File: config.mk
export PLATFORM = sky130hd
export DESIGN_NAME = exposure_overlay_pixel_top
export DESIGN_NICKNAME = d
export VERILOG_FILES = /design/src/rtl/eop_pkg.sv /design/src/rtl/exposure_overlay_pixel_top.sv /design/src/rtl/eop_cfg.sv /design/src/rtl/eop_luma.sv /design/src/rtl/eop_overlay.sv
export SDC_FILE = /design/constraint.sdc
export NUM_CORES = 1
export LEC_CHECK = 0
export ABC_AREA = 1
export BUFFER_PORTS_ARGS = -buffer_cell sky130_fd_sc_hd__buf_2
export CORE_MARGIN = 8
export CORE_UTILIZATION = 56
export DETAILED_ROUTE_END_ITERATION = 7
export GPL_TIMING_DRIVEN = 0
export PLACE_DENSITY = 0.84
export REMOVE_ABC_BUFFERS = 1
export SYNTH_ARGS = -nofsm -noshare
export SYNTH_HDL_FRONTEND = slang
export SYNTH_SLANG_ARGS = --single-unit
File: constraint.sdc
create_clock -name clk -period 7.8 [get_ports clk]
set_input_delay 1.17 -clock clk [delete_from_list [all_inputs] [get_ports clk]]
set_output_delay 1.17 -clock clk [all_outputs]
set_load 0.03 [all_outputs]
File: src/rtl/eop_pkg.sv
`default_nettype none

package eop_pkg;

    typedef enum logic [1:0] {
        MODE_NONE  = 2'd0,
        MODE_ZEBRA = 2'd1,
        MODE_JET   = 2'd2
    } mode_t;

    localparam logic [1:0] MODE_RESET    = MODE_NONE;
    localparam logic [5:0] PERCENT_RESET = 6'd2;

    // Luma weights and the reciprocal of 1000 scaled by 2^28. The reciprocal
    // is rounded up, and the error stays below 1/1000 over the full sum range.
    localparam logic [17:0] LUMA_WR     = 18'd299;
    localparam logic [17:0] LUMA_WG     = 18'd587;
    localparam logic [17:0] LUMA_WB     = 18'd114;
    localparam logic [35:0] LUMA_RECIP  = 36'd268436;
    localparam int          LUMA_SHIFT  = 28;
    localparam logic [17:0] LUMA_SCALE  = 18'd1000;
    localparam logic [17:0] LUMA_SUM_MAX = 18'd255000;

    // Reciprocal of 100 scaled by 2^19 for the zebra threshold.
    localparam logic [26:0] PCT_RECIP = 27'd5243;
    localparam int          PCT_SHIFT = 19;

    localparam logic [9:0] JET_K_RED   = 10'd765;
    localparam logic [9:0] JET_K_GREEN = 10'd510;
    localparam logic [9:0] JET_K_BLUE  = 10'd255;
    localparam logic [9:0] JET_D_ZERO  = 10'd382;
    localparam logic [9:0] JET_D_FULL  = 10'd127;

    typedef struct packed {
        logic [7:0] red;
        logic [7:0] green;
        logic [7:0] blue;
        logic       stripe;
        logic [7:0] luma;
    } pix_t;

    typedef struct packed {
        logic [1:0] mode;
        logic [7:0] lo;
    } cfg_t;

    function automatic logic [7:0] zebra_low(input logic [5:0] pct);
        logic [26:0] scaled;
        logic [26:0] prod;
        begin
            scaled = 27'(pct) * 27'd255;
            prod   = scaled * PCT_RECIP;
            return prod[PCT_SHIFT +: 8];
        end
    endfunction

    function automatic logic [7:0] jet_channel(input logic [7:0] luma, input logic [9:0] k);
        logic [9:0] l4;
        logic [9:0] d;
        logic [9:0] v;
        begin
            l4 = {luma, 2'b00};
            d  = (l4 >= k) ? (l4 - k) : (k - l4);
            v  = JET_D_ZERO - d;
            if (d > JET_D_ZERO)
            begin
                return 8'd0;
            end
            else if (d <= JET_D_FULL)
            begin
                return 8'hFF;
            end
            else
            begin
                return v[7:0];
            end
        end
    endfunction

endpackage

`default_nettype wire

File: src/rtl/exposure_overlay_pixel_top.sv
`default_nettype none

// Channel   Handshake             Payload
// input     in_valid / in_stall   red_in, green_in, blue_in, column, line_index
// output    out_valid / out_stall red_out, green_out, blue_out
// config    APB write/read        overlay_mode at 0x0, zebra_percent at 0x4
//
// One item is accepted per cycle while in_stall is low.
// The stages are the input register, the weighted sum, the luma divide and the result.
// Reset clears all stage valid flags and loads the register reset values.
// A stall on the output holds the result and fills the empty stages behind it.
// Input stall rises only when every stage holds an item.
module exposure_overlay_pixel_top (
    input  wire logic        clk,
    input  wire logic        rst_n,
    input  wire logic        psel,
    input  wire logic        penable,
    input  wire logic        pwrite,
    input  wire logic [2:0]  paddr,
    input  wire logic [31:0] pwdata,
    output logic      [31:0] prdata,
    output logic             pready,
    input  wire logic        in_valid,
    output logic             in_stall,
    input  wire logic [7:0]  red_in,
    input  wire logic [7:0]  green_in,
    input  wire logic [7:0]  blue_in,
    input  wire logic [9:0]  column,
    input  wire logic [9:0]  line_index,
    output logic             out_valid,
    input  wire logic        out_stall,
    output logic [7:0]       red_out,
    output logic [7:0]       green_out,
    output logic [7:0]       blue_out
);
    import eop_pkg::*;

    cfg_t cfg;
    pix_t pix;
    logic pix_valid;
    logic pix_stall;

    eop_cfg u_cfg (
        .clk     (clk),
        .rst_n   (rst_n),
        .psel    (psel),
        .penable (penable),
        .pwrite  (pwrite),
        .paddr   (paddr),
        .pwdata  (pwdata),
        .prdata  (prdata),
        .pready  (pready),
        .cfg     (cfg)
    );

    eop_luma u_luma (
        .clk        (clk),
        .rst_n      (rst_n),
        .in_valid   (in_valid),
        .in_stall   (in_stall),
        .red_in     (red_in),
        .green_in   (green_in),
        .blue_in    (blue_in),
        .column     (column),
        .line_index (line_index),
        .pix_valid  (pix_valid),
        .pix_stall  (pix_stall),
        .pix        (pix)
    );

    eop_overlay u_overlay (
        .clk       (clk),
        .rst_n     (rst_n),
        .cfg       (cfg),
        .pix_valid (pix_valid),
        .pix_stall (pix_stall),
        .pix       (pix),
        .out_valid (out_valid),
        .out_stall (out_stall),
        .red_out   (red_out),
        .green_out (green_out),
        .blue_out  (blue_out)
    );

endmodule

`default_nettype wire

File: src/rtl/eop_cfg.sv
`default_nettype none

module eop_cfg (
    input  wire logic         clk,
    input  wire logic         rst_n,
    input  wire logic         psel,
    input  wire logic         penable,
    input  wire logic         pwrite,
    input  wire logic [2:0]   paddr,
    input  wire logic [31:0]  pwdata,
    output logic      [31:0]  prdata,
    output logic              pready,
    output eop_pkg::cfg_t     cfg
);
    import eop_pkg::*;

    localparam logic REG_MODE    = 1'b0;
    localparam logic REG_PERCENT = 1'b1;

    logic [1:0] mode_reg;
    logic [5:0] pct_reg;
    logic [7:0] lo_reg;
    logic       wr_en;
    logic       reg_sel;

    assign pready  = 1'b1;
    assign wr_en   = psel & penable & pwrite;
    assign reg_sel = paddr[2];

    always_ff @(posedge clk or negedge rst_n)
    begin
        if (!rst_n)
        begin
            mode_reg <= MODE_RESET;
            pct_reg  <= PERCENT_RESET;
            lo_reg   <= zebra_low(PERCENT_RESET);
        end
        else
        begin
            if (wr_en)
            begin
                unique case (reg_sel)
                    REG_MODE:    mode_reg <= pwdata[1:0];
                    REG_PERCENT: pct_reg  <= pwdata[5:0];
                    default:     ;
                endcase
            end
            lo_reg <= zebra_low(pct_reg);
        end
    end

    always_comb
    begin
        unique case (reg_sel)
            REG_MODE:    prdata = {30'd0, mode_reg};
            REG_PERCENT: prdata = {26'd0, pct_reg};
            default:     prdata = 32'd0;
        endcase
    end

    assign cfg.mode = mode_reg;
    assign cfg.lo   = lo_reg;

    a_lo_floor: assert property (@(posedge clk) disable iff (!rst_n)
        1'b1 |=> ((14'(lo_reg) * 14'd100 <= 14'($past(pct_reg)) * 14'd255) &&
                  (14'($past(pct_reg)) * 14'd255 < 14'(lo_reg) * 14'd100 + 14'd100)))
        else $error("Zebra threshold does not match the percent register.");

endmodule

`default_nettype wire

File: src/rtl/eop_luma.sv
`default_nettype none

module eop_luma (
    input  wire logic        clk,
    input  wire logic        rst_n,
    input  wire logic        in_valid,
    output logic             in_stall,
    input  wire logic [7:0]  red_in,
    input  wire logic [7:0]  green_in,
    input  wire logic [7:0]  blue_in,
    input  wire logic [9:0]  column,
    input  wire logic [9:0]  line_index,
    output logic             pix_valid,
    input  wire logic        pix_stall,
    output eop_pkg::pix_t    pix
);
    import eop_pkg::*;

    logic        v1_reg;
    logic        v2_reg;
    logic        v3_reg;
    logic        ld1;
    logic        ld2;
    logic        ld3;

    logic [7:0]  r1_reg;
    logic [7:0]  g1_reg;
    logic [7:0]  b1_reg;
    logic [2:0]  col1_reg;
    logic [2:0]  row1_reg;

    logic [7:0]  r2_reg;
    logic [7:0]  g2_reg;
    logic [7:0]  b2_reg;
    logic        stripe2_reg;
    logic [17:0] sum_reg;

    pix_t        pix_reg;

    logic [2:0]  diag;
    logic        stripe_next;
    logic [17:0] sum_next;
    logic [35:0] prod;
    logic [7:0]  luma_next;

    assign ld3 = !v3_reg || !pix_stall;
    assign ld2 = !v2_reg || ld3;
    assign ld1 = !v1_reg || ld2;
    assign in_stall = !ld1;

    assign diag        = col1_reg + row1_reg;
    assign stripe_next = !diag[2];
    assign sum_next    = LUMA_WR * 18'(r1_reg) + LUMA_WG * 18'(g1_reg) + LUMA_WB * 18'(b1_reg);
    assign prod        = 36'(sum_reg) * LUMA_RECIP;
    assign luma_next   = prod[LUMA_SHIFT +: 8];

    always_ff @(posedge clk or negedge rst_n)
    begin
        if (!rst_n)
        begin
            v1_reg <= 1'b0;
            v2_reg <= 1'b0;
            v3_reg <= 1'b0;
        end
        else
        begin
            if (ld1)
            begin
                v1_reg <= in_valid;
            end
            if (ld2)
            begin
                v2_reg <= v1_reg;
            end
            if (ld3)
            begin
                v3_reg <= v2_reg;
            end
        end
    end

    always_ff @(posedge clk)
    begin
        if (ld1 && in_valid)
        begin
            r1_reg   <= red_in;
            g1_reg   <= green_in;
            b1_reg   <= blue_in;
            col1_reg <= column[2:0];
            row1_reg <= line_index[2:0];
        end
        if (ld2 && v1_reg)
        begin
            r2_reg      <= r1_reg;
            g2_reg      <= g1_reg;
            b2_reg      <= b1_reg;
            stripe2_reg <= stripe_next;
            sum_reg     <= sum_next;
        end
        if (ld3 && v2_reg)
        begin
            pix_reg.red    <= r2_reg;
            pix_reg.green  <= g2_reg;
            pix_reg.blue   <= b2_reg;
            pix_reg.stripe <= stripe2_reg;
            pix_reg.luma   <= luma_next;
        end
    end

    assign pix_valid = v3_reg;
    assign pix       = pix_reg;

    a_sum_range: assert property (@(posedge clk) disable iff (!rst_n)
        v2_reg |-> (sum_reg <= LUMA_SUM_MAX))
        else $error("Weighted pixel sum is out of range.");

    a_luma_floor: assert property (@(posedge clk) disable iff (!rst_n)
        (ld3 && v2_reg) |=>
            ((18'(pix_reg.luma) * LUMA_SCALE <= $past(sum_reg)) &&
             ($past(sum_reg) < 18'(pix_reg.luma) * LUMA_SCALE + LUMA_SCALE)))
        else $error("Luma is not the floor of the weighted sum.");

endmodule

`default_nettype wire

File: src/rtl/eop_overlay.sv
`default_nettype none

module eop_overlay (
    input  wire logic         clk,
    input  wire logic         rst_n,
    input  wire eop_pkg::cfg_t cfg,
    input  wire logic         pix_valid,
    output logic              pix_stall,
    input  wire eop_pkg::pix_t pix,
    output logic              out_valid,
    input  wire logic         out_stall,
    output logic [7:0]        red_out,
    output logic [7:0]        green_out,
    output logic [7:0]        blue_out
);
    import eop_pkg::*;

    logic       valid_reg;
    logic [7:0] red_reg;
    logic [7:0] green_reg;
    logic [7:0] blue_reg;
    logic       ld;

    logic [7:0] hi;
    logic       is_high;
    logic       is_low;
    logic [7:0] red_next;
    logic [7:0] green_next;
    logic [7:0] blue_next;

    assign ld        = !valid_reg || !out_stall;
    assign pix_stall = !ld;

    assign hi      = 8'hFF - cfg.lo;
    assign is_high = pix.luma >= hi;
    assign is_low  = pix.luma <= cfg.lo;

    always_comb
    begin
        red_next   = pix.red;
        green_next = pix.green;
        blue_next  = pix.blue;
        case (cfg.mode)
            MODE_ZEBRA:
            begin
                if ((is_high || is_low) && pix.stripe)
                begin
                    red_next   = is_high ? 8'h00 : 8'hFF;
                    green_next = is_high ? 8'h00 : 8'hFF;
                    blue_next  = is_high ? 8'h00 : 8'hFF;
                end
            end
            MODE_JET:
            begin
                red_next   = jet_channel(pix.luma, JET_K_RED);
                green_next = jet_channel(pix.luma, JET_K_GREEN);
                blue_next  = jet_channel(pix.luma, JET_K_BLUE);
            end
            default:
            begin
                red_next   = pix.red;
                green_next = pix.green;
                blue_next  = pix.blue;
            end
        endcase
    end

    always_ff @(posedge clk or negedge rst_n)
    begin
        if (!rst_n)
        begin
            valid_reg <= 1'b0;
        end
        else if (ld)
        begin
            valid_reg <= pix_valid;
        end
    end

    always_ff @(posedge clk)
    begin
        if (ld && pix_valid)
        begin
            red_reg   <= red_next;
            green_reg <= green_next;
            blue_reg  <= blue_next;
        end
    end

    assign out_valid = valid_reg;
    assign red_out   = red_reg;
    assign green_out = green_reg;
    assign blue_out  = blue_reg;

    a_zebra_shape: assert property (@(posedge clk) disable iff (!rst_n)
        (ld && pix_valid && (cfg.mode == MODE_ZEBRA)) |=>
            ((red_reg == $past(pix.red) && green_reg == $past(pix.green) &&
              blue_reg == $past(pix.blue)) ||
             (red_reg == 8'h00 && green_reg == 8'h00 && blue_reg == 8'h00) ||
             (red_reg == 8'hFF && green_reg == 8'hFF && blue_reg == 8'hFF)))
        else $error("Zebra result is neither the source pixel nor black or white.");

endmodule

`default_nettype wire

Word level (Yosys, flattened, before mapping)
Index checks and enable logic that the tools add are counted.
{"block": "word_totals", "word_cells": 96, "ff_bits": 150, "inputBits": 86}
{"block": "op_classes", "reduce_logical": 19, "addsub": 13, "eq_ne": 2, "n_lt_le_gt_ge": 11, "n_bitwise": 3, "n_mul": 6, "mux": 17}
{"operator": "2-to-1 mux 8 bit", "count": 10}
{"operator": "one-hot mux 32 bit (2 select lines)", "count": 1}
{"operator": "one-hot mux 8 bit (2 select lines)", "count": 3}
{"operator": "multiplier 18 x 17 -> 34 bit (second input constant)", "count": 1}
{"operator": "greater-than comparator 10 x 9 -> 1 bit (second input constant)", "count": 3}
{"operator": "less-or-equal comparator 10 x 7 -> 1 bit (second input constant)", "count": 3}
{"operator": "2-to-1 mux 10 bit", "count": 3}
{"operator": "multiplier 14 x 13 -> 27 bit (second input constant)", "count": 1}
{"operator": "subtractor 7 x 8 -> 8 bit (first input constant)", "count": 3}
{"operator": "adder 17 x 18 -> 18 bit", "count": 1}
{"operator": "adder 18 x 15 -> 18 bit", "count": 1}
{"operator": "multiplier 10 x 8 -> 18 bit (first input constant)", "count": 1}
{"operator": "multiplier 9 x 8 -> 17 bit (first input constant)", "count": 1}
{"operator": "multiplier 6 x 8 -> 14 bit (first input constant)", "count": 1}
{"operator": "multiplier 6 x 8 -> 14 bit (second input constant)", "count": 1}
{"operator": ">= comparator 10 bit (second input constant)", "count": 1}
{"operator": ">= comparator 10 x 8 -> 1 bit (second input constant)", "count": 1}
{"operator": ">= comparator 10 x 9 -> 1 bit (second input constant)", "count": 1}
{"operator": "subtractor 10 bit (first input constant)", "count": 1}
{"operator": "subtractor 10 bit (second input constant)", "count": 1}
{"operator": "subtractor 10 x 8 -> 10 bit (second input constant)", "count": 1}
{"operator": "subtractor 10 x 9 -> 10 bit (second input constant)", "count": 1}
{"operator": "subtractor 8 x 10 -> 10 bit (first input constant)", "count": 1}
{"operator": "subtractor 9 x 10 -> 10 bit (first input constant)", "count": 1}
{"operator": "other kinds (12)", "count": 28}

Logic depth before layout (Yosys ltp)
Gate-level depths: netlist of run 1.
{"block": "logic_depth", "depth_word": 6, "depth_mapped": 36, "mapped_depth_nobuf": 36}

Cells and area by module
A second synthesis of run 1 with hierarchy kept.
{"block": "unflattened", "hier_cells": 2370, "area_unflattened_um2": 20269.4}
{"module": "eop_luma", "cells_each": 1176, "seq_area_each_um2": 3258.1, "n_inst": 1, "area_each_um2": 11718.7}
{"module": "eop_cfg", "cells_each": 765, "seq_area_each_um2": 404.1, "n_inst": 1, "area_each_um2": 5820.6}
{"module": "eop_overlay", "cells_each": 429, "seq_area_each_um2": 745.7, "n_inst": 1, "area_each_um2": 2730.1}

Least setup slack after synthesis of run 1
Ideal clock, no wire load.
{"block": "synth_path", "path_kind": "reg2reg", "start": "register u_cfg.pct_reg[3]", "end": "register u_cfg.lo_reg[5]", "path_stages_with_launch": 31, "t_arrival_ns": 7.017, "synth_period_minus_slack_ns": 7.141, "slack_ns": 0.659, "setup_ns": 0.124, "t_required_ns": 7.676, "cell_sequence": "dfrtp_1 fa_1 inv_1 fa_1 fa_1 inv_1 ha_1 nand2_1 nor2_1 nand2_1 nand3_1 xor2_1 inv_1 ha_1 inv_1 fa_1 inv_1 fa_1 inv_1 fa_1 fa_1 inv_1 ha_1 a21oi_1 o21ai_0 nand2_1 nand2_1 a21oi_1 o21ai_0 nand2_1 nand2_1"}
{"block": "synth_via", "elab_chain_len": 2}
{"element": "start: declaration", "line": "eop_cfg.sv:21", "rtl": "logic [5:0] pct_reg;"}
{"element": "start signal: assignment", "line": "eop_cfg.sv:44", "rtl": "REG_PERCENT: pct_reg <= pwdata[5:0];"}
{"element": "multiplier 6 x 8 -> 14 bit", "line": "eop_pkg.sv:51", "rtl": "scaled = 27'(pct) * 27'd255;"}
{"element": "multiplier 14 x 13 -> 27 bit", "line": "eop_pkg.sv:52", "rtl": "prod = scaled * PCT_RECIP;"}
{"element": "end signal: assignment", "line": "eop_cfg.sv:36", "rtl": "lo_reg <= zebra_low(PERCENT_RESET);"}
{"element": "end signal: assignment", "line": "eop_cfg.sv:48", "rtl": "lo_reg <= zebra_low(pct_reg);"}
{"element": "end: declaration", "line": "eop_cfg.sv:22", "rtl": "logic [7:0] lo_reg;"}
No other way between the ends.
A chain may end at the register's enable or synchronous reset.

Worst setup path in the final report of run 1
{"block": "layout_path", "start": "register u_cfg.pct_reg[5]", "end": "register u_cfg.lo_reg[4]"}
The elaborated chain is that of the path after synthesis.

==> key figures, run 1 <==
Clock network
  – Worst skew pair latency: 440 ps
  – H-tree Lvls: 4
  – Num Clock Sinks: 150
  – Max Buffers Root-to-Sink: 2
  – Clock root cell: clkbuf_16
  – CTS tree: done
  – CTS buffer count: 17
  – Cts-stage hold buffer count: 0
  – Worst-path clk slew: 80 ps

GRT
  – Gr usage total: 0.222
  – Largest net degree at the start of global routing: 39
  – Initial antenna violation count: 0
  – Vias in the first global route: 15,600
  – First-pass GRT wire length: 74.8 mm
  – Congestion Overflow GR: 0

Logic synthesis
  – Cell variety after synth: 41
  – Dominant cells by area after synthesis: ha_1 25%, edfxtp_1 20%, fa_1 19%, inv_1 11%, nand2_1 7.0%
  – Synth warn: 0
  – Area share of the largest cell type after synthesis: 0.250
  – Sequential area share after synthesis: 0.223
  – Most frequent cell after synthesis: inv_1
  – Top post-synthesis cells by count: 561 x inv_1, 394 x ha_1, 369 x nand2_1
  – Synthesized instance count: 2,215
  – Yosys top cell by area: ha_1
  – Mean Syn Cell Area: 8.92 sq um
  – Seq cells post-synth: 150
  – Main synth FF type: edfxtp_1
  – Post-Syn Area: 19,800 sq um
  – Ys async rst share: 0.133
  – Post-synth EDFFs: 130

Drt
  – Drt first-iter violations: 1,035
  – Final WL: 45.6 mm
  – Vias: 14,800
  – ANT nets after route: 0
  – DRT Pass-1 Iters: 6
  – WL/cell: 16.5 um
  – DR vias/cell: 5.33
  – Residual DRC count: 0

Floorplanning
  – Boundary Pins: 145
  – # rows: 68
  – Die X: 204 um
  – Die Height: 204 um
  – Die area: 41,500 sq um
  – Core area: 34,600 sq um
  – Starting Density: 0.570

Timing
  – Worst Tran Pin Value: 1360 ps
  – Fin. Hold Viols: 0
  – Setup Skew: 12.9 ps
  – Crit share post-route: 0.952
  – Fin. max-slew vios: 0
  – Worst slew margin: 0.0945
  – Fmax: 0.135 GHz
  – Setup violators final: 0
  – Final min period: 7420 ps

Cells and area
  – Synth-to-layout area growth: 7.80%
  – ANT cells: 0
  – Filler cells: 2,683
  – Nets@finish: 2,972
  – Post-route insts no fill: 2,768
  – Layout cells sized above 1: 0.0687
  – Final core occ: 0.615
  – Max reg flops: 33

Critical path
  – Critical Path Start Type: flip-flop
  – WP data required: 8110 ps
  – Crit path top cell by count: fa_1
  – Max stage delay on crit path: 640 ps
  – R2R Setup Slk: 380 ps
  – Worst Path Arrival: 7740 ps
  – Slowest cell on the critical path: fa_2
  – WS Path Type: flip-flop to flip-flop
  – Worst-path maximum fanout: 6
  – Critical path capture point type: flip-flop

Place
  – Final GP Congestion: 0.884
  – Post-DP HPWL: 37.3 mm
  – PortBufs: 75
  – Placed cells: 2,728

Run
  – Max-cap violations: 0

Status
  – Status: finished, final reports clean

Hold path
  – Hold Path Class: flip-flop to flip-flop
cells by family after synthesis:
family	Yosys count	share of synthesized area
other	2	0.000380
AOI/OAI and AO/OA	210	0.0602
buffers and inverters	607	0.122
xor gates and xnor gates	55	0.0255
and+or+nand+nor	604	0.124
DFF	150	0.223
adders and majority gates	586	0.444
muxes	1	0.000570
cells in the final DEF (no fill, tap or decap), types with 5 or more instances in the layout:
master	Yosys	final
a21o_1	12	12
a21oi_1	115	112
buf_2	6	75
buf_4	31	8
clkbuf_16	0	17
clkinv_8	0	5
conb_1	2	27
dfrtp_1	17	12
dfrtp_2	0	5
edfxtp_1	130	130
fa_1	192	190
ha_1	394	391
inv_1	561	559
inv_8	0	6
nand2_1	369	368
nand3_1	64	63
nand4_1	19	19
nor2_1	124	121
nor3_1	15	15
o21ai_0	47	47
o21bai_1	13	13
xnor2_1	22	22
xor2_1	30	29
final timing paths:
check / from / to / cells after the start
min in group asynchronous: rst_n / u_cfg.mode_reg[0] / 1
worst max register to register: u_cfg.pct_reg[5] / u_cfg.lo_reg[4] / 30
worst min-delay path: u_luma.r2_reg[4] / u_luma.pix[29] / 0
worst max-delay path: u_cfg.pct_reg[5] / u_cfg.lo_reg[4] / 30
max in group asynchronous: rst_n / u_cfg.pct_reg[0] / 1
worst min register to register: u_luma.r2_reg[4] / u_luma.pix[29] / 0
repair_timing:
item	4_1_cts	5_1_grt
buffers inserted	0	8
setup endpoints to repair	6	8
pin swaps	0	4
gates resized for setup	1	20
gates cloned	0	0
through the flow:
step | setup slack, ps | hold slack [ps] | TNS [ps] | area [sq um]
detailed placement | -115 | 406 | -287 | 20600
global route | -4.32 | 425 | -4.32 | 21300
global placement | -45.2 | 402 | -86.0 | 20500
finish | 376 | 422 | 0 | 21300
floorplan | 659 | 400 | 0 | 19600
CTS | 16.7 | 422 | 0 | 21200
metal layers:
metal	routed length, um	global-route usage	part of all wire
met1	18300	0.260	0.40
met2	23500	0.410	0.51
met3	2220	0.0263	0.049
met4	1690	0.0850	0.037
met5	0	0	0
worst max-delay path, delay by kind of cell (launching register included):
family                     cells  cell delay, ps
xor gates and xnor gates       1             150
DFF                            1             470
buffers and inverters          6             400
AOI/OAI and AO/OA              2             430
and+or+nand+nor               11            1040
adders and majority gates     10            4790
final cells by class:
| type | instances | area (sq um) | area share |
|---|---|---|---|
| Multi-Input combinational cell | 1483 | 13100 | 0.616 |
| Sequential cell | 150 | 4410 | 0.207 |
| Clock inverter | 15 | 181 | 0.00852 |
| Tap cell | 455 | 569 | 0.0267 |
| Clock buffer | 17 | 425 | 0.0200 |
| Timing Repair Buffer | 85 | 470 | 0.0221 |
| Inverter | 563 | 2110 | 0.0993 |
Power of run 1 is not shown: default switching activity piles up to over one toggle a cycle in this logic, so the estimate is an artifact.
==> run 2: changes to the inputs <==
--- a/config.mk
+++ b/config.mk
@@ -10,8 +10,8 @@
 export CORE_MARGIN = 8
 export CORE_UTILIZATION = 56
 export DETAILED_ROUTE_END_ITERATION = 7
-export GPL_TIMING_DRIVEN = 0
 export PLACE_DENSITY = 0.84
+export RECOVER_POWER = 25
 export REMOVE_ABC_BUFFERS = 1
 export SYNTH_ARGS = -nofsm -noshare
 export SYNTH_HDL_FRONTEND = slang
==> run 2 against run 1 <==
Against the previous run:
- critical path depth decreased by 4
- first-iteration DRC count rose by 0.87%
- maximum frequency increased by 0.92%
- sequential share of layout area increased by 0.099 points
- flip-flop and latch count unchanged
- worst hold slack lost 2.0 ps
- largest cell class unchanged
- cell area is 0.59% lower
- core utilization is 0.36 points lower
- non-clock buffer count is 1 higher
- die area is the same
==> key figures, run 2 (same netlist as run 1, synthesis figures left out) <==
Critical path
  – Slowest cell on the critical path: dfstp_2 (was fa_2)
  – WS Path Type: flip-flop to flip-flop (unchanged)
  – Worst Path Arrival: 7670 ps (was 7740 ps)
  – WP data required: 8110 ps (about the same)
  – Critical path capture point type: flip-flop (unchanged)
  – R2R Setup Slk: 440 ps (was 380 ps)
  – Max stage delay on crit path: 560 ps (was 640 ps)
  – R2r worst-path depth: 26 (was 30)
  – Worst reg2reg startpoint: u_cfg.pct_reg[1] (was u_cfg.pct_reg[5])
  – Worst-path maximum fanout: 6 (unchanged)
  – Worst R2R End: u_cfg.lo_reg[5] (was u_cfg.lo_reg[4])
  – Critical Path Start Type: flip-flop (unchanged)

Clock network
  – Num Clock Sinks: 150 (unchanged)
  – Cts-stage hold buffer count: 0 (unchanged)
  – CTS resizes: 0 (was 1)
  – CTS buffer count: 17 (unchanged)
  – Max Buffers Root-to-Sink: 2 (unchanged)
  – H-tree Lvls: 4 (unchanged)
  – Clock root cell: clkbuf_16 (unchanged)
  – Worst-path clk slew: 70 ps (was 80 ps)
  – Post-CTS setup buffers: 0 (unchanged)
  – Worst skew pair latency: 440 ps (about the same)
  – CTS tree: done (unchanged)

Cells and area
  – Layout cells sized above 1: 0.0623 (was 0.0687)
  – Multi-input logic area: 13,100 sq um (about the same)
  – Most frequent cells in the layout: 559 x inv_1, 393 x ha_1, 369 x nand2_1 (was 559 x inv_1, 391 x ha_1, 368 x nand2_1)
  – Synth-to-layout area growth: 7.17% (was 7.80%)
  – Max reg flops: 33 (unchanged)
  – Final core occ: 0.611 (was 0.615)
  – Register area: 4410 sq um (about the same)
  – Commonest non-fill, non-tap cell in the layout: inv_1 (unchanged)
  – Nets@finish: 2,973 (was 2,972)
  – Filler cells: 2,699 (was 2,683)
  – ANT cells: 0 (unchanged)

Place
  – PortBufs: 75 (unchanged)
  – Post-DP HPWL: 37.5 mm (was 37.3 mm)
  – Final GP Congestion: 0.954 (was 0.884)
  – Place WS: 338 ps (was -115 ps)

Drt
  – Residual DRC count: 0 (unchanged)
  – Final WL: 44.9 mm (was 45.6 mm)
  – ANT nets after route: 0 (unchanged)
  – Drt first-iter violations: 1,044 (was 1,035)
  – DRT Pass-1 Iters: 8 (was 6)
  – DR vias/cell: 5.37 (was 5.33)
  – Vias: 14,900 (was 14,800)
  – WL/cell: 16.2 um (was 16.5 um)

Timing
  – Final min period: 7360 ps (was 7420 ps)
  – Hold Slack: 420 ps (was 422 ps)
  – Fin. Hold Viols: 0 (unchanged)
  – Worst Tran Pin Value: 1410 ps (was 1360 ps)
  – Worst slew margin: 0.0619 (was 0.0945)
  – Crit share post-route: 0.943 (was 0.952)
  – Setup violators final: 0 (unchanged)
  – Fin. max-slew vios: 0 (unchanged)
  – Setup Skew: 10.8 ps (was 12.9 ps)
  – Post-route setup slack: 444 ps (was 376 ps)
  – Fmax: 0.136 GHz (was 0.135 GHz)
  – RSZ-0062 raised after global routing: true

GRT
  – Congestion Overflow GR: 0 (unchanged)
  – First-pass GRT wire length: 75.7 mm (was 74.8 mm)
  – Gr usage total: 0.224 (was 0.222)
  – Initial antenna violation count: 0 (unchanged)
  – Vias in the first global route: 15,900 (was 15,600)
  – Largest net degree at the start of global routing: 44 (was 39)

Hold path
  – Hold Path Class: flip-flop to flip-flop (unchanged)
  – Hold_sp: u_luma.r2_reg[3] (was u_luma.r2_reg[4])
  – Hold Path Sink: u_luma.pix[28] (was u_luma.pix[29])
  – WHS Path Cells: 0 (unchanged)

Status
  – Status: finished, final reports clean (unchanged)

Floorplanning
  – Starting Density: 0.570 (unchanged)
  – Die X: 204 um (unchanged)
  – # rows: 68 (unchanged)
  – Die Height: 204 um (unchanged)
  – Boundary Pins: 145 (unchanged)
  – Die area: 41,500 sq um (unchanged)
  – Core area: 34,600 sq um (unchanged)

Run
  – Max-cap violations: 0 (unchanged)
## run 2: changes by cell type in the layout (fill, tap and decap cells not counted), sizes merged
cell,delta
inv,+2
clkbuf,+5
clkinv,-3
buf,-4
## run 2: how the worst max path moves through the flow
stage                     startpoint              end  cells past startpoint
CTS                 u_cfg.pct_reg[3]  u_cfg.lo_reg[5]                     32
global route        u_cfg.pct_reg[3]  u_cfg.lo_reg[5]                     31
floorplan           u_cfg.pct_reg[3]  u_cfg.lo_reg[5]                     30
finish              u_cfg.pct_reg[1]  u_cfg.lo_reg[5]                     26
detailed placement  u_cfg.pct_reg[3]  u_cfg.lo_reg[5]                     32
global placement    u_cfg.pct_reg[3]  u_cfg.lo_reg[4]                     30
## run 2: per-layer routing
metal / GRT usage / wire length (um) / up-vias
li1: - / - / 7080
met1: 0.256 / 17600 / 7137
met2: 0.414 / 23400 / 521
met3: 0.0368 / 2360 / 116
met4: 0.0798 / 1490 / 0
met5: 0 / 0 / -
## run 2: area by class of cell
class / count / area share
inverters: 563 / 0.0998
flip-flops and latches: 150 / 0.208
multi-input cells: 1483 / 0.617
clock inverters: 14 / 0.00633
clock buffers: 17 / 0.0201
repair buffers: 86 / 0.0213
well taps: 455 / 0.0269
## run 2: per-stage QoR
| stage | std cells | TNS [ps] | instance area [sq um] |
|---|---|---|---|
| after floorplan | 2196 | 0 | 19600 |
| after global placement | 2737 | 0 | 20600 |
| after detailed placement | 2737 | 0 | 20600 |
| after CTS | 2768 | 0 | 21200 |
| after global routing | 2768 | -2.47 | 21200 |
| final | 2768 | 0 | 21200 |
## run 2: worst max-delay path: cells and delay by family (launching register included)
kind                     cells  cell delay, ps
buffers and inverters        6             440
adder cells (fa/ha/maj)     10            4580
XOR/XNOR                     1             360
AND/OR/NAND/NOR              6             700
AO/OA/AOI/OAI                3             590
flip-flops                   1             560
Power of run 2 is left out for the same reason.
==> run 3: changes to the inputs <==
--- a/config.mk
+++ b/config.mk
@@ -7,10 +7,12 @@
 export LEC_CHECK = 0
 export ABC_AREA = 1
 export BUFFER_PORTS_ARGS = -buffer_cell sky130_fd_sc_hd__buf_2
+export CELL_PAD_IN_SITES_DETAIL_PLACEMENT = 0
+export CELL_PAD_IN_SITES_GLOBAL_PLACEMENT = 2
 export CORE_MARGIN = 8
-export CORE_UTILIZATION = 56
+export CORE_UTILIZATION = 39
 export DETAILED_ROUTE_END_ITERATION = 7
-export PLACE_DENSITY = 0.84
+export PLACE_DENSITY = 0.91
 export RECOVER_POWER = 25
 export REMOVE_ABC_BUFFERS = 1
 export SYNTH_ARGS = -nofsm -noshare
==> run 3 against run 2 <==
Against the previous run:
- non-clock buffer count increased by 4
- sequential share of layout area decreased by 0.35 points
- cell area increased by 1.7%
- routed wire length decreased by 1.5%
- worst hold slack got worse by 5.1 ps
- flip-flop and latch count unchanged
==> key figures, run 3 (same netlist as run 1, synthesis figures left out) <==
Status
  – Status: finished, final reports clean (unchanged)

GRT
  – Largest net degree at the start of global routing: 44 (unchanged)
  – Vias in the first global route: 14,700 (was 15,900)
  – Congestion Overflow GR: 0 (unchanged)
  – Initial antenna violation count: 0 (unchanged)
  – Gr usage total: 0.158 (was 0.224)
  – First-pass GRT wire length: 73.4 mm (was 75.7 mm)

Critical path
  – Worst reg2reg startpoint: u_cfg.pct_reg[3] (was u_cfg.pct_reg[1])
  – R2R Setup Slk: 470 ps (was 440 ps)
  – Worst R2R End: u_cfg.lo_reg[5] (unchanged)
  – Slowest cell on the critical path: fa_2 (was dfstp_2)
  – Worst Path Arrival: 7650 ps (was 7670 ps)
  – Worst setup path startpoint: u_cfg.pct_reg[3] (was u_cfg.pct_reg[1])
  – WP data required: 8120 ps (was 8110 ps)
  – Worst-path maximum fanout: 6 (unchanged)
  – WS Path Type: flip-flop to flip-flop (unchanged)
  – Max stage delay on crit path: 630 ps (was 560 ps)
  – Critical path capture point type: flip-flop (unchanged)
  – R2r worst-path depth: 28 (was 26)
  – Critical Path Start Type: flip-flop (unchanged)

Floorplanning
  – Die X: 241 um (was 204 um)
  – Boundary Pins: 145 (unchanged)
  – # rows: 82 (was 68)
  – Die area: 58,100 sq um (was 41,500 sq um)
  – Starting Density: 0.394 (was 0.570)
  – Core area: 50,100 sq um (was 34,600 sq um)
  – Die Height: 241 um (was 204 um)

Timing
  – TNS Setup: 0 ps (unchanged)
  – Worst slew margin: 0.186 (was 0.0619)
  – Fin. Hold Viols: 0 (unchanged)
  – Worst Tran Pin Value: 1220 ps (was 1410 ps)
  – Final min period: 7330 ps (was 7360 ps)
  – RSZ-0062 raised after global routing: false (was true)
  – Crit share post-route: 0.940 (was 0.943)
  – Setup Skew: 12.1 ps (was 10.8 ps)
  – Fmax: 0.136 GHz (about the same)
  – Setup violators final: 0 (unchanged)
  – Fin. max-slew vios: 0 (unchanged)

Cells and area
  – Layout cells sized above 1: 0.0651 (was 0.0623)
  – Most frequent cells in the layout: 559 x inv_1, 392 x ha_1, 369 x nand2_1 (was 559 x inv_1, 393 x ha_1, 369 x nand2_1)
  – Max reg flops: 33 (unchanged)
  – Synth-to-layout area growth: 8.98% (was 7.17%)
  – Nets@finish: 2,977 (was 2,973)
  – ANT cells: 0 (unchanged)
  – Commonest non-fill, non-tap cell in the layout: inv_1 (unchanged)

Drt
  – DRT Pass-1 Iters: 5 (was 8)
  – Post-Route M1 WL: 20.7 mm (was 17.6 mm)
  – ANT nets after route: 0 (unchanged)
  – Drt first-iter violations: 677 (was 1,044)
  – WL met3: 1.21 mm (was 2.36 mm)
  – Vias: 14,000 (was 14,900)
  – Final WL: 44.3 mm (was 44.9 mm)
  – Routed wl met2: 21.7 mm (was 23.4 mm)
  – DR top layer: met4 (unchanged)
  – Residual DRC count: 0 (unchanged)
  – WL/cell: 14.8 um (was 16.2 um)
  – DR vias/cell: 4.70 (was 5.37)

Clock network
  – Worst-path clk slew: 70 ps (about the same)
  – Num Clock Sinks: 150 (unchanged)
  – H-tree Lvls: 4 (unchanged)
  – CTS buffer count: 17 (unchanged)
  – Cts-stage hold buffer count: 0 (unchanged)
  – Worst skew pair latency: 440 ps (about the same)
  – Max Buffers Root-to-Sink: 2 (unchanged)
  – Clock root cell: clkbuf_16 (unchanged)
  – CTS tree: done (unchanged)

Place
  – Post-DP HPWL: 38.1 mm (was 37.5 mm)
  – PortBufs: 75 (unchanged)
  – Final GP Congestion: 0.880 (was 0.954)

Hold path
  – Hold Path Class: flip-flop to flip-flop (unchanged)
  – Hold Path Sink: u_luma.pix[23] (was u_luma.pix[28])
  – WHS Path Cells: 0 (unchanged)
  – Hold_sp: u_luma.g2_reg[6] (was u_luma.r2_reg[3])

Run
  – Max-cap violations: 0 (unchanged)
run 3: cell types whose count changed in the layout (fill, tap and decap cells not counted), moves of 2 or more:
cell	change
inv_6	-2
clkinv_8	+2
a21oi_2	-2
buf_4	+4
a21oi_1	+2
run 3: worst max path at each step:
stage / to / slack, ps / depth (start not counted)
2_1_floorplan: u_cfg.lo_reg[5] / 660 / 30
3_3_place_gp: u_cfg.lo_reg[5] / 290 / 28
3_5_place_dp: u_cfg.lo_reg[5] / 290 / 28
4_1_cts: u_cfg.lo_reg[5] / 220 / 28
5_1_grt: u_cfg.lo_reg[1] / 7 / 33
6_report: u_cfg.lo_reg[5] / 470 / 28
run 3: critical path: cells and delay by family, from the launching register on:
kind	cells	cell delay (ps)
flip-flops	1	410
buffers and inverters	5	380
AO/OA/AOI/OAI	5	870
AND/OR/NAND/NOR	7	770
adder cells (fa/ha/maj)	10	4560
XOR/XNOR	1	220
run 3: area by class of cell:
type                    instances  area, sq um
clock buffers                  17          425
clock inverters                15          181
fillers                      4986        28500
inverters                     563         2110
multi-input cells            1483        13100
flip-flops and latches        150         4410
well taps                     672          841
repair buffers                 90          483
run 3: per-layer routing:
metal,track usage,up-vias
met5,0,-
met4,0.0342,0
met3,0.0180,39
met2,0.276,192
met1,0.208,6718
li1,-,7094
run 3: per-stage QoR:
stage	setup slack (ps)	utilization	cell area (sq um)	instances	hold slack [ps]
after floorplan	659	-	19600	2196	400
after global placement	287	0.417	20900	2958	401
after detailed placement	291	0.417	20900	2958	405
after CTS	220	0.430	21500	2990	416
after global routing	7.05	0.430	21500	2990	413
final	467	0.430	21500	2990	415
run 3: what timing repair did:
action,in CTS,in global routing
buffers inserted,0,0
endpoints found under the setup margin,0,6
gates resized for setup,0,9
Power of run 3 is left out for the same reason.
